==> config.mk <==
export PLATFORM = sky130hd
export DESIGN_NAME = fit_strategy_block_allocator_unit
export DESIGN_NICKNAME = d
export VERILOG_FILES = /design/src/rtl/fsba_pkg.sv /design/src/rtl/fsba_ctrl.sv /design/src/rtl/fsba_dp.sv /design/src/rtl/fit_strategy_block_allocator_unit.sv
export SDC_FILE = /design/constraint.sdc
export NUM_CORES = 1
export LEC_CHECK = 0
export ABC_AREA = 0
export BUFFER_PORTS_ARGS = -buffer_cell sky130_fd_sc_hd__clkbuf_2
export CORE_MARGIN = 2
export CORE_UTILIZATION = 62
export CTS_CLUSTER_SIZE = 16
export DETAILED_ROUTE_END_ITERATION = 10
export GPL_ROUTABILITY_DRIVEN = 0
export PLACE_DENSITY_LB_ADDON = 0.3
export SLEW_MARGIN = 20
export SYNTH_ARGS = -nofsm -noshare
export SYNTH_HDL_FRONTEND = slang
export SYNTH_SLANG_ARGS = --single-unit
==> constraint.sdc <==
create_clock -name clock -period 5.25 [get_ports clock]
set_clock_uncertainty 0.1 [all_clocks]
set_input_delay 0.7875 -clock clock [delete_from_list [all_inputs] [get_ports clock]]
set_output_delay 0.7875 -clock clock [all_outputs]
set_load 0.01 [all_outputs]
==> src/rtl/fsba_pkg.sv <==
// ----------------------------------------------------------------------------
// fsba_pkg
// Types and codes shared by the fit-strategy block allocator modules.
// ----------------------------------------------------------------------------
`default_nettype none

package fsba_pkg;

   localparam int CSR_INDEX_W = 2;
   localparam int CSR_DATA_W  = 6;

   localparam logic [CSR_INDEX_W-1:0] CSR_STRATEGY = 2'd0;
   localparam logic [CSR_INDEX_W-1:0] CSR_BLOCKS   = 2'd1;

   localparam logic [1:0] STRAT_FIRST = 2'd0;
   localparam logic [1:0] STRAT_BEST  = 2'd1;
   localparam logic [1:0] STRAT_WORST = 2'd2;

   localparam logic REQ_LOAD  = 1'b0;
   localparam logic REQ_ALLOC = 1'b1;

   localparam logic [1:0] STATUS_LOADED    = 2'd0;
   localparam logic [1:0] STATUS_ALLOCATED = 2'd1;
   localparam logic [1:0] STATUS_REJECTED  = 2'd2;

   localparam logic [5:0] BLOCKS_RESET = 6'd32;

   typedef struct packed {
      logic        req_type;
      logic [4:0]  block_index;
      logic [15:0] amount;
   } fsba_req_type;

   typedef struct packed {
      logic [1:0]  status;
      logic [4:0]  chosen_block;
      logic [15:0] remaining_after;
   } fsba_rsp_type;

   typedef enum logic [1:0] {
      ST_IDLE,
      ST_SCAN,
      ST_DRAIN,
      ST_COMMIT
   } fsba_state_type;

   // Controller to datapath commands
   typedef struct packed {
      logic load_acc;
      logic alloc_acc;
      logic scan_rd;
      logic commit;
   } fsba_cmd_type;

   // Datapath to controller status
   typedef struct packed {
      logic limit_zero;
      logic scan_last;
   } fsba_stat_type;

endpackage

`default_nettype wire

==> src/rtl/fsba_ctrl.sv <==
// ----------------------------------------------------------------------------
// fsba_ctrl
// Sequencer for load, scan, drain and commit of one request at a time.
// ----------------------------------------------------------------------------
`default_nettype none

module fsba_ctrl (
   input  logic                   clock,
   input  logic                   reset,
   input  logic                   start,
   input  logic                   req_is_alloc,
   input  fsba_pkg::fsba_stat_type stat,
   output fsba_pkg::fsba_cmd_type  cmd,
   output logic                   busy,
   output logic                   rsp_valid
);
   import fsba_pkg::*;

   fsba_state_type state_ff, state_in;
   logic           rsp_valid_ff, rsp_valid_in;

   always_ff @(posedge clock) begin
      if (reset) begin
         state_ff     <= ST_IDLE;
         rsp_valid_ff <= 1'b0;
      end else begin
         state_ff     <= state_in;
         rsp_valid_ff <= rsp_valid_in;
      end
   end

   always_comb begin
      state_in     = state_ff;
      cmd          = '0;
      rsp_valid_in = 1'b0;
      unique case (state_ff)
         ST_IDLE: begin
            if (start) begin
               if (req_is_alloc) begin
                  cmd.alloc_acc = 1'b1;
                  state_in      = stat.limit_zero ? ST_COMMIT : ST_SCAN;
               end else begin
                  cmd.load_acc = 1'b1;
                  rsp_valid_in = 1'b1;
               end
            end
         end
         ST_SCAN: begin
            cmd.scan_rd = 1'b1;
            if (stat.scan_last) begin
               state_in = ST_DRAIN;
            end
         end
         ST_DRAIN: begin
            // last read data is compared in this cycle
            state_in = ST_COMMIT;
         end
         ST_COMMIT: begin
            cmd.commit   = 1'b1;
            rsp_valid_in = 1'b1;
            state_in     = ST_IDLE;
         end
         default: begin
            state_in = ST_IDLE;
         end
      endcase
   end

   assign busy      = (state_ff != ST_IDLE);
   assign rsp_valid = rsp_valid_ff;

endmodule

`default_nettype wire

==> src/rtl/fsba_dp.sv <==
// ----------------------------------------------------------------------------
// fsba_dp
// Capacity memory, settings registers, scan compare and result register.
// ----------------------------------------------------------------------------
`default_nettype none

module fsba_dp #(
   parameter int NUM_BLOCKS = 32,
   parameter int SIZE_BITS  = 16
) (
   input  logic                                 clock,
   input  logic                                 reset,
   input  fsba_pkg::fsba_req_type               req_data,
   input  fsba_pkg::fsba_cmd_type               cmd,
   input  logic                                 csr_wr,
   input  logic [fsba_pkg::CSR_INDEX_W-1:0]     csr_index,
   input  logic [fsba_pkg::CSR_DATA_W-1:0]      csr_wdata,
   output fsba_pkg::fsba_stat_type              stat,
   output fsba_pkg::fsba_rsp_type               rsp_data
);
   import fsba_pkg::*;

   localparam int ADDR_W = $clog2(NUM_BLOCKS);
   localparam int CNT_W  = $clog2(NUM_BLOCKS + 1);

   // settings
   logic [1:0] strategy_ff;
   logic [5:0] blocks_ff;

   // capacity store with per-entry valid bits, invalid reads as zero
   logic [SIZE_BITS-1:0] mem [NUM_BLOCKS];
   logic                 valid_ff [NUM_BLOCKS];

   logic [SIZE_BITS-1:0] amt_ff;
   logic [CNT_W-1:0]     addr_ff;
   logic [CNT_W-1:0]     addr_next;
   logic [CNT_W-1:0]     limit;
   logic                 rd_pend_ff;
   logic [ADDR_W-1:0]    rd_idx_ff;
   logic [SIZE_BITS-1:0] rd_data_ff;
   logic                 rd_valid_ff;
   logic                 found_ff;
   logic [SIZE_BITS-1:0] best_cap_ff;
   logic [ADDR_W-1:0]    best_idx_ff;
   fsba_rsp_type         rsp_ff, rsp_in;

   logic [31:0]          amt_w, bi_w, biu_w, rem_w, load_w, idx_w;
   logic [SIZE_BITS-1:0] amt_in, cap, rem_new;
   logic                 in_range, take;
   logic                 wr_en;
   logic [ADDR_W-1:0]    wr_addr;
   logic [SIZE_BITS-1:0] wr_data;

   assign amt_w    = 32'(req_data.amount);
   assign amt_in   = amt_w[SIZE_BITS-1:0];
   assign bi_w     = 32'(req_data.block_index);
   assign in_range = (bi_w < 32'(NUM_BLOCKS));
   assign load_w   = 32'(amt_in);

   // saturate the block count to the store depth
   assign biu_w = 32'(blocks_ff);
   always_comb begin
      if (biu_w > 32'(NUM_BLOCKS)) begin
         limit = CNT_W'(NUM_BLOCKS);
      end else begin
         limit = biu_w[CNT_W-1:0];
      end
   end

   assign addr_next       = addr_ff + CNT_W'(1);
   assign stat.limit_zero = (limit == '0);
   assign stat.scan_last  = (addr_next == limit);

   // fit test and strategy compare on the registered read data
   assign cap  = rd_valid_ff ? rd_data_ff : '0;
   assign take = (cap >= amt_ff) &&
                 (!found_ff ||
                  ((strategy_ff == STRAT_BEST) && (cap < best_cap_ff)) ||
                  ((strategy_ff == STRAT_WORST) && (cap > best_cap_ff)));

   assign rem_new = best_cap_ff - amt_ff;
   assign rem_w   = 32'(rem_new);
   assign idx_w   = 32'(best_idx_ff);

   // single write port: loads and commit-time write back
   always_comb begin
      wr_en   = 1'b0;
      wr_addr = best_idx_ff;
      wr_data = rem_new;
      if (cmd.load_acc) begin
         wr_en   = in_range;
         wr_addr = bi_w[ADDR_W-1:0];
         wr_data = amt_in;
      end else if (cmd.commit) begin
         wr_en = found_ff;
      end
   end

   always_comb begin
      rsp_in = rsp_ff;
      if (cmd.load_acc) begin
         rsp_in.status          = STATUS_LOADED;
         rsp_in.chosen_block    = req_data.block_index;
         rsp_in.remaining_after = in_range ? load_w[15:0] : 16'd0;
      end else if (cmd.commit) begin
         if (found_ff) begin
            rsp_in.status          = STATUS_ALLOCATED;
            rsp_in.chosen_block    = idx_w[4:0];
            rsp_in.remaining_after = rem_w[15:0];
         end else begin
            rsp_in.status          = STATUS_REJECTED;
            rsp_in.chosen_block    = 5'd0;
            rsp_in.remaining_after = 16'd0;
         end
      end
   end

   always_ff @(posedge clock) begin
      if (wr_en) begin
         mem[wr_addr] <= wr_data;
      end
      if (cmd.scan_rd) begin
         rd_data_ff <= mem[addr_ff[ADDR_W-1:0]];
      end
   end

   always_ff @(posedge clock) begin
      if (reset) begin
         for (int i = 0; i < NUM_BLOCKS; i++) begin
            valid_ff[i] <= 1'b0;
         end
         strategy_ff <= STRAT_FIRST;
         blocks_ff   <= BLOCKS_RESET;
         rd_pend_ff  <= 1'b0;
         found_ff    <= 1'b0;
      end else begin
         if (wr_en) begin
            valid_ff[wr_addr] <= 1'b1;
         end
         if (csr_wr) begin
            if (csr_index == CSR_STRATEGY) begin
               strategy_ff <= csr_wdata[1:0];
            end else if (csr_index == CSR_BLOCKS) begin
               blocks_ff <= csr_wdata[5:0];
            end
         end
         rd_pend_ff <= cmd.scan_rd;
         if (cmd.alloc_acc) begin
            found_ff <= 1'b0;
         end else if (rd_pend_ff && take) begin
            found_ff <= 1'b1;
         end
      end
   end

   always_ff @(posedge clock) begin
      rsp_ff <= rsp_in;
      if (cmd.alloc_acc) begin
         amt_ff  <= amt_in;
         addr_ff <= '0;
      end else if (cmd.scan_rd) begin
         addr_ff <= addr_next;
      end
      if (cmd.scan_rd) begin
         rd_idx_ff   <= addr_ff[ADDR_W-1:0];
         rd_valid_ff <= valid_ff[addr_ff[ADDR_W-1:0]];
      end
      if (rd_pend_ff && take) begin
         best_cap_ff <= cap;
         best_idx_ff <= rd_idx_ff;
      end
   end

   assign rsp_data = rsp_ff;

endmodule

`default_nettype wire

==> src/rtl/fit_strategy_block_allocator_unit.sv <==
// ----------------------------------------------------------------------------
// fit_strategy_block_allocator_unit
// First, best and worst fit allocation over a table of block capacities.
// ----------------------------------------------------------------------------
// A request is taken on a clock edge with start high and busy low. A load
// writes one block's capacity in the accept cycle and its result shows on the
// next cycle; busy stays low, so loads can follow back to back. An allocation
// holds busy through the scan, drain and commit states and registers its
// result on leaving the commit state; the scan reads N blocks, where N is
// blocks_in_use saturated to NUM_BLOCKS. With N zero there is no scan and no
// drain, and busy covers only the commit state. The scan sets the length: the
// capacity memory has one read port and is read once per block in use, then
// a drain state ends the last compare and a commit writes the chosen block back.
// Each result is shown for exactly one cycle with rsp_valid high; the receiver
// cannot stall it, so capture it on that cycle. Capacities read as zero after
// reset through per-block valid bits, so no clearing pass is run. Settings
// are written through the csr port, which is always ready; write them only
// while the unit is idle.
`default_nettype none

module fit_strategy_block_allocator_unit #(
   parameter int NUM_BLOCKS = 32,
   parameter int SIZE_BITS  = 16
) (
   input  logic                              clock,
   input  logic                              reset,
   // request transfer
   input  logic                              start,
   output logic                              busy,
   input  fsba_pkg::fsba_req_type            req_data,
   // result transfer
   output logic                              rsp_valid,
   output fsba_pkg::fsba_rsp_type            rsp_data,
   // settings write
   input  logic                              csr_valid,
   output logic                              csr_ready,
   input  logic [fsba_pkg::CSR_INDEX_W-1:0]  csr_index,
   input  logic [fsba_pkg::CSR_DATA_W-1:0]   csr_wdata
);
   import fsba_pkg::*;

   fsba_cmd_type  cmd;
   fsba_stat_type stat;
   logic          req_is_alloc;

   // settings writes are always accepted
   assign csr_ready    = 1'b1;
   assign req_is_alloc = (req_data.req_type == REQ_ALLOC);

   // sequence one request at a time
   fsba_ctrl u_ctrl (
      .clock        (clock),
      .reset        (reset),
      .start        (start),
      .req_is_alloc (req_is_alloc),
      .stat         (stat),
      .cmd          (cmd),
      .busy         (busy),
      .rsp_valid    (rsp_valid)
   );

   // hold capacities, run the fit compare, register the result
   fsba_dp #(
      .NUM_BLOCKS (NUM_BLOCKS),
      .SIZE_BITS  (SIZE_BITS)
   ) u_dp (
      .clock     (clock),
      .reset     (reset),
      .req_data  (req_data),
      .cmd       (cmd),
      .csr_wr    (csr_valid & csr_ready),
      .csr_index (csr_index),
      .csr_wdata (csr_wdata),
      .stat      (stat),
      .rsp_data  (rsp_data)
   );

endmodule

`default_nettype wire

**Yosys cells after proc, flatten, opt, wreduce, memory -nomap -nowiden**

Memory sizes are Yosys's and may differ from the RTL's. A register that Yosys moved wholly into a read port is not among the register bits.
Cells that the tools add are included.

- Flip-flop bits (word level): 84
- Bits in writable memories: 544
- Input bits: 34
- Output and inout bits: 26
- Word-level logic and storage cells: 83
- Memories kept: 2

Memories:

| memory | words | width | read ports | clocked after memory_dff | write ports | RTL line | RTL |
|---|---|---|---|---|---|---|---|
| u_dp.mem | 32 | 16 | 1 | 1 | 1 | fsba_dp.sv:31 | `logic [SIZE_BITS-1:0] mem [NUM_BLOCKS];` |
| u_dp.valid_ff | 32 | 1 | 1 | 1 | 32 | fsba_dp.sv:32 | `logic valid_ff [NUM_BLOCKS];` |

- Add/sub/neg operators: 2
- $lt $le $gt $ge: 5
- Eq/ne operators: 10
- Mux-type cells: 32
- Bitwise operators: 1
- Reductions and logical operators: 17

Operators with widths:

| kind | number |
|---|---|
| 2-to-1 mux 16 bit | 3 |
| 2-to-1 mux 21 bit | 2 |
| 2-to-1 mux 23 bit | 1 |
| >= comparator 16 bit | 1 |
| > comparator 16 bit | 1 |
| less-than comparator 16 bit | 1 |
| subtractor 16 bit | 1 |
| 2-to-1 mux 1 bit | 15 |
| 2-to-1 mux 2 bit | 6 |
| 2-to-1 mux 5 bit | 2 |
| one-hot mux 2 bit (4 select lines) | 1 |
| adder 6 x 1 -> 6 bit, second input constant | 1 |
| == test 2 x 1 -> 1 bit, second input constant | 3 |
| == test 2 bit, second input constant | 3 |
| == test 6 bit | 1 |
| > comparator 6 bit, second input constant | 1 |
| logical NOT 6 bit | 1 |
| less-than comparator 5 x 6 -> 1 bit, second input constant | 1 |
| 2-to-1 mux 6 bit | 1 |
| != test 2 bit, second input constant | 3 |
| AND reduction 3 bit | 2 |
| logical AND 1 bit | 4 |
| logical NOT 2 bit | 2 |
| nonzero test 2 bit | 2 |
| other kinds (7) | 8 |

**Longest topological paths before layout**

- Depth in word-level cells: 9
- Mapped depth: 11
- Depth with buffers taken out: 11

**Modules after synthesis**

Synthesis repeated with hierarchy kept, for this count alone.

- Cell total of the unflattened synthesis: 1411
- Area total of the unflattened synthesis: 26362.8 µm²

Modules (own cells, without submodules):

| module | times used | cells each | area an instance (µm²) | seq. area each (µm²) |
|---|---|---|---|---|
| fsba_dp | 1 | 1385 | 26116.3 | 18778.0 |
| fsba_ctrl | 1 | 24 | 235.2 | 60.1 |
| fit_strategy_block_allocator_unit | 1 | 2 | 11.3 | 0.0 |

**Worst setup path after synthesis**

Ideal clock, no wire load.

- Path kind: reg-to-reg
- From: reg u_dp.rd_valid_ff, read port of u_dp.valid_ff
- To: reg u_dp.best_cap_ff[0] (enable)
- Library setup time: 0.432 ns
- Arrival time: 3.555 ns
- Required time: 4.718 ns
- Setup slack: 1.163 ns
- Stages on the path, launching flop included: 10
- Path buffers: 1
- Period minus slack after synthesis: 4.087 ns
- Cells stage by stage: edfxtp_1 clkbuf_1 and2_1 ha_1 and2_0 a221o_1 a21oi_1 o211ai_1 mux2i_1 a211oi_1

- Cells in the longest elaborated chain, start to end: 7
- Elaborated cells on any way between the ends: 10
- Those cells by class: order compare (3); mux (1); reduce/logical (6)

Ends and longest elaborated chain:

| what | RTL line | RTL |
|---|---|---|
| start, declared | fsba_dp.sv:41 | `logic rd_valid_ff;` |
| 2-to-1 mux 16 bit * | fsba_dp.sv:75 | `assign cap = rd_valid_ff ? rd_data_ff : '0;` |
| via u_dp.cap[11] | fsba_dp.sv:48 | `logic [SIZE_BITS-1:0] amt_in, cap, rem_new;` |
| less-than comparator 16 bit | fsba_dp.sv:78 | `((strategy_ff == STRAT_BEST) && (cap < best_cap_ff)) \|\|` |
| logical AND 1 bit | fsba_dp.sv:78 |  |
| logical OR 1 bit | fsba_dp.sv:77 | `(!found_ff \|\|` |
| logical OR 1 bit | fsba_dp.sv:78 |  |
| logical AND 1 bit * | fsba_dp.sv:76 | `assign take = (cap >= amt_ff) &&` |
| logical AND 1 bit * | fsba_dp.sv:168 | `if (rd_pend_ff && take) begin` |
| end signal, assigned | fsba_dp.sv:169 | `best_cap_ff <= cap;` |
| end, declared | fsba_dp.sv:43 | `logic [SIZE_BITS-1:0] best_cap_ff;` |

The timed path passes the listed nets; every way through them passes the cells marked *.
A chain may end at the register's enable or synchronous reset.

**Final worst setup path**

- From: reg u_ctrl.state_ff[0]
- To: mem u_dp.mem[6][5] (enable)

- Cells in the longest elaborated chain, start to end: 6
- Elaborated cells on any way between the ends: 9
- Those cells by class: eq/ne (1); mux (7); reduce/logical (1)

Ends and longest elaborated chain:

| what | RTL line | RTL |
|---|---|---|
| start, declared | fsba_ctrl.sv:19 | `fsba_state_type state_ff, state_in;` |
| start signal, assigned | fsba_ctrl.sv:27 | `state_ff <= state_in;` |
| == test 2 bit | fsba_ctrl.sv:36 | `unique case (state_ff)` |
| 2-to-1 mux 1 bit | fsba_ctrl.sv:36 |  |
| 2-to-1 mux 1 bit | fsba_dp.sv:94 | `end else if (cmd.commit) begin` |
| 2-to-1 mux 1 bit | fsba_dp.sv:90 | `if (cmd.load_acc) begin` |
| 2-to-1 mux 1 bit | fsba_dp.sv:119 | `if (wr_en) begin` |
| 2-to-1 mux 1 bit (implied by the code) | fsba_dp.sv:120 | `mem[wr_addr] <= wr_data;` |
| end, declared | fsba_dp.sv:31 |  |

Parallel ways exist; a longest one is shown, timed or not.

==> results.ini <==
[global_routing]
grt-ovfl-total=0
grt_util_all_layers_pct=28.4
met1_usage_pct=39.7
met3_usage_pct=4.01
grt_busiest_layer=met2
grt_pass1_wl_um=90800
use_met2_pct=46.1
antenna_found_initial=1
grt_pass1_vias=14100
grt_max_degree=74

[min_path]
worstHoldStart=req_data[5]
worstHoldPathType=primary input to register
whs_endpoint=u_dp.amt_ff[5]$_DFFE_PP_
hold_path_depth=1

[run_status]
status=completed

[cells_and_area]
fin_nets=1613
final_util_pct=70.4
stdcell_count=2121
areaGrowthSynthToFinish_pct=11.9
drive_gt1_share_pct=26.5

[sta]
final_max_slew_viol_count=0
rsz0062_at_grt=false
finalHoldViolCount=0
max_freq_mhz=263
fin_crit_sh_pct=72.4
hold_slack_ns=0.267
maxSlewHeadroom_pct=30.2
tightest_slew_ns=1.04
fin_tns_setup_ns=0
setup_viol=0
min_period_ns=3.80

[cts]
insertion_delay_ns=0.63
postCtsHoldBufs=0
clkSlewWorstSetupHoldPaths_ns=0.06
clockRootBuffer=clkbuf_16
postCtsSetupBuffers=0
clock-sinks=645
cts_max_level=2
cts_resized=0
cts-root-to-sink-buffers=3
cts_tree=done
cts_inserted_buffers=60

[logic_synthesis]
synth_top_cell_area_share_pct=67.3
syn_avg_cell_area_um2=18.6
synth_edf_count=592
syn_inst=1423
ys_async_sr_fraction_pct=0
synth_top_cell_by_area=edfxtp_1
ys_types=63
yosys_warnings=0
synth_area_leaders=edfxtp_1 67%, mux4_2 14%, dfxtp_1 4.0%, ha_1 2.3%, nor2_1 1.5%
ys.flop_type=edfxtp_1
ys_ff_latch=645
yosysSeqAreaShare_pct=71.3
synth_area_um2=26400
synth_nets=1507

[setup_path]
cp_common_cell=nand2_1
r2r_start=u_ctrl.state_ff[0]$_SDFFE_PP0P_
crit_arrival_ns=3.95
start_kind=register
worstReg2RegEnd=u_dp.mem[6][5]$_DFFE_PP_
path_class=register to register
crit_slowest_cell=nor2_2
critPathBufInv=1
r2r.worst_path.cells=7
crit_required_ns=5.40
critPathMaxFanout=23
critical-path-max-stage-delay_ns=0.88
path_cells=inv_1 -> ha_1 -> nand2_1 -> nor2_4 -> mux2i_1 -> nand2_1 -> nor2_2
ff2ff_setup_slack_ns=1.45
critical-path-top-delay-family=simple AND/OR/NAND/NOR gates
end_kind=register

[detailed_routing]
num_vias=14000
ant_nets=0
drc=0
drt-total-wl_um=61000
drtIter0Drc=1799
firstDrtPassIters=5
routedWlPerCell_um=28.8
vias_per_cell=6.59

[floorplan]
start_util_pct=62.9
io_pins=60
dieHeight_um=210
rows=75
die_w_um=210
coreArea_um2=42000
die-area_um2=44300

[placement]
hpwl_um=36000
portBuffers=58
placed_cells_incl_taps=2004

[pwr]
power_mw=13.8
ir_drop_mv=0.245
leakagePower_nw=9.90
powerDensity_nw_per_um2=466

[flow_run]
drv_cap=0

## Yosys cell counts, drive strengths merged, types with 3 or more instances
| cell type | number |
|---|---|
| a211o | 3 |
| a21o | 17 |
| a21oi | 52 |
| a221oi | 4 |
| a22o | 3 |
| a31oi | 3 |
| and2 | 18 |
| and3 | 6 |
| buf | 37 |
| clkbuf | 22 |
| dfxtp | 53 |
| edfxtp | 592 |
| ha | 49 |
| inv | 44 |
| mux2 | 19 |
| mux2i | 14 |
| mux4 | 170 |
| nand2 | 61 |
| nand2b | 10 |
| nand3 | 8 |
| nand4 | 7 |
| nor2 | 109 |
| nor2b | 5 |
| nor3 | 6 |
| nor3b | 5 |
| o211ai | 5 |
| o21a | 4 |
| o21ai | 26 |
| o31ai | 3 |
| or2 | 4 |
| or3 | 3 |
| or4 | 3 |
| xnor2 | 15 |
| xor2 | 9 |
## power breakdown
part / switching [mW] / internal, mW
clock: 1.87 / 2.49
combinational: 1.69 / 1.28
sequential: 0.238 / 6.21
total: 3.80 / 9.98
## sequential cells by signal (all words and copies together) (netlist names), 5 cells and up
name and count:
u_dp.rd_data_ff 16, u_dp.rd_idx_ff 5, u_dp.addr_ff 6, u_dp.best_idx_ff 5, u_dp.best_cap_ff 16, u_dp.amt_ff 16
u_dp.mem 512, u_dp.rsp_data 23, u_dp.blocks_ff 6, u_dp.valid_ff 32
## routing by layer
metal | up-vias | wire (um)
met5 | - | 0
met4 | 0 | 2490
met3 | 114 | 5040
met2 | 758 | 30000
met1 | 7187 | 23500
li1 | 5908 | -
## how the worst max path moves through the flow
stage / start / to / slack (ns) / depth (start not counted)
3_3_place_gp: start / u_dp.mem[5][7]$_DFFE_PP_ / 1.33 / 6
6_report: u_ctrl.state_ff[0]$_SDFFE_PP0P_ / u_dp.mem[6][5]$_DFFE_PP_ / 1.45 / 7
2_1_floorplan: u_dp.rd_valid_ff$_DFFE_PP_ / u_dp.best_cap_ff[0]$_DFFE_PP_ / 1.16 / 9
5_1_grt: u_ctrl.state_ff[0]$_SDFFE_PP0P_ / u_dp.mem[6][11]$_DFFE_PP_ / 1.25 / 7
4_1_cts: u_dp.best_cap_ff[1]$_DFFE_PP_ / u_dp.mem[0][15]$_DFFE_PP_ / 1.23 / 8
3_5_place_dp: u_dp.best_cap_ff[1]$_DFFE_PP_ / u_dp.mem[20][15]$_DFFE_PP_ / 1.23 / 8
## through the flow
stage / setup WS (ns) / cell area [um^2]
3_5_place_dp: 1.23 / 27600
6_report: 1.45 / 29600
3_3_place_gp: 1.33 / 27500
5_1_grt: 1.25 / 29600
4_1_cts: 1.23 / 29500
2_1_floorplan: 1.16 / 26400
## logic make-up (layout without fill, tap and decap cells)
logic type	count (synthesis)	count (layout)	synth area share [%]
flip-flops	645	645	71.3
AND/OR/NAND/NOR	253	253	4.40
multiplexers	203	203	15.8
AO/OA/AOI/OAI	143	143	3.44
buffers and inverters	103	261	1.83
adder cells (fa/ha/maj)	51	51	2.43
XOR/XNOR	24	24	0.795
other	1	2	0.0142
## area by class of cell
class	count	area, um^2
Inverter	44	165
Timing Repair Buffer	103	686
Sequential cell	645	18800
Tap cell	539	674
Clock inverter	37	345
Fill cell	2494	12500
Clock buffer	77	1630
Antenna cell	1	2.50
Multi-Input combinational cell	675	7220
## cells in the final DEF (no fill, tap or decap), drive strengths merged, types with 4 or more instances in the layout
cell type	synthesis	final
buf	37	45
and2	18	18
clkbuf	22	135
o211ai	5	5
nor3b	5	5
and3	6	6
mux4	170	170
nand2	61	61
or2	4	4
a21o	17	17
edfxtp	592	592
a21oi	52	52
clkinv	0	26
nand2b	10	10
dfxtp	53	53
bufinv	0	6
nor3	6	6
mux2	19	19
nand4	7	7
nand3	8	8
inv	44	45
clkinvlp	0	4
o21ai	26	26
ha	49	49
mux2i	14	14
nor2	109	109
xor2	9	9
xnor2	15	15
a221oi	4	4
o21a	4	4
nor2b	5	5
No activity file was read; power rests on OpenSTA's default activity.
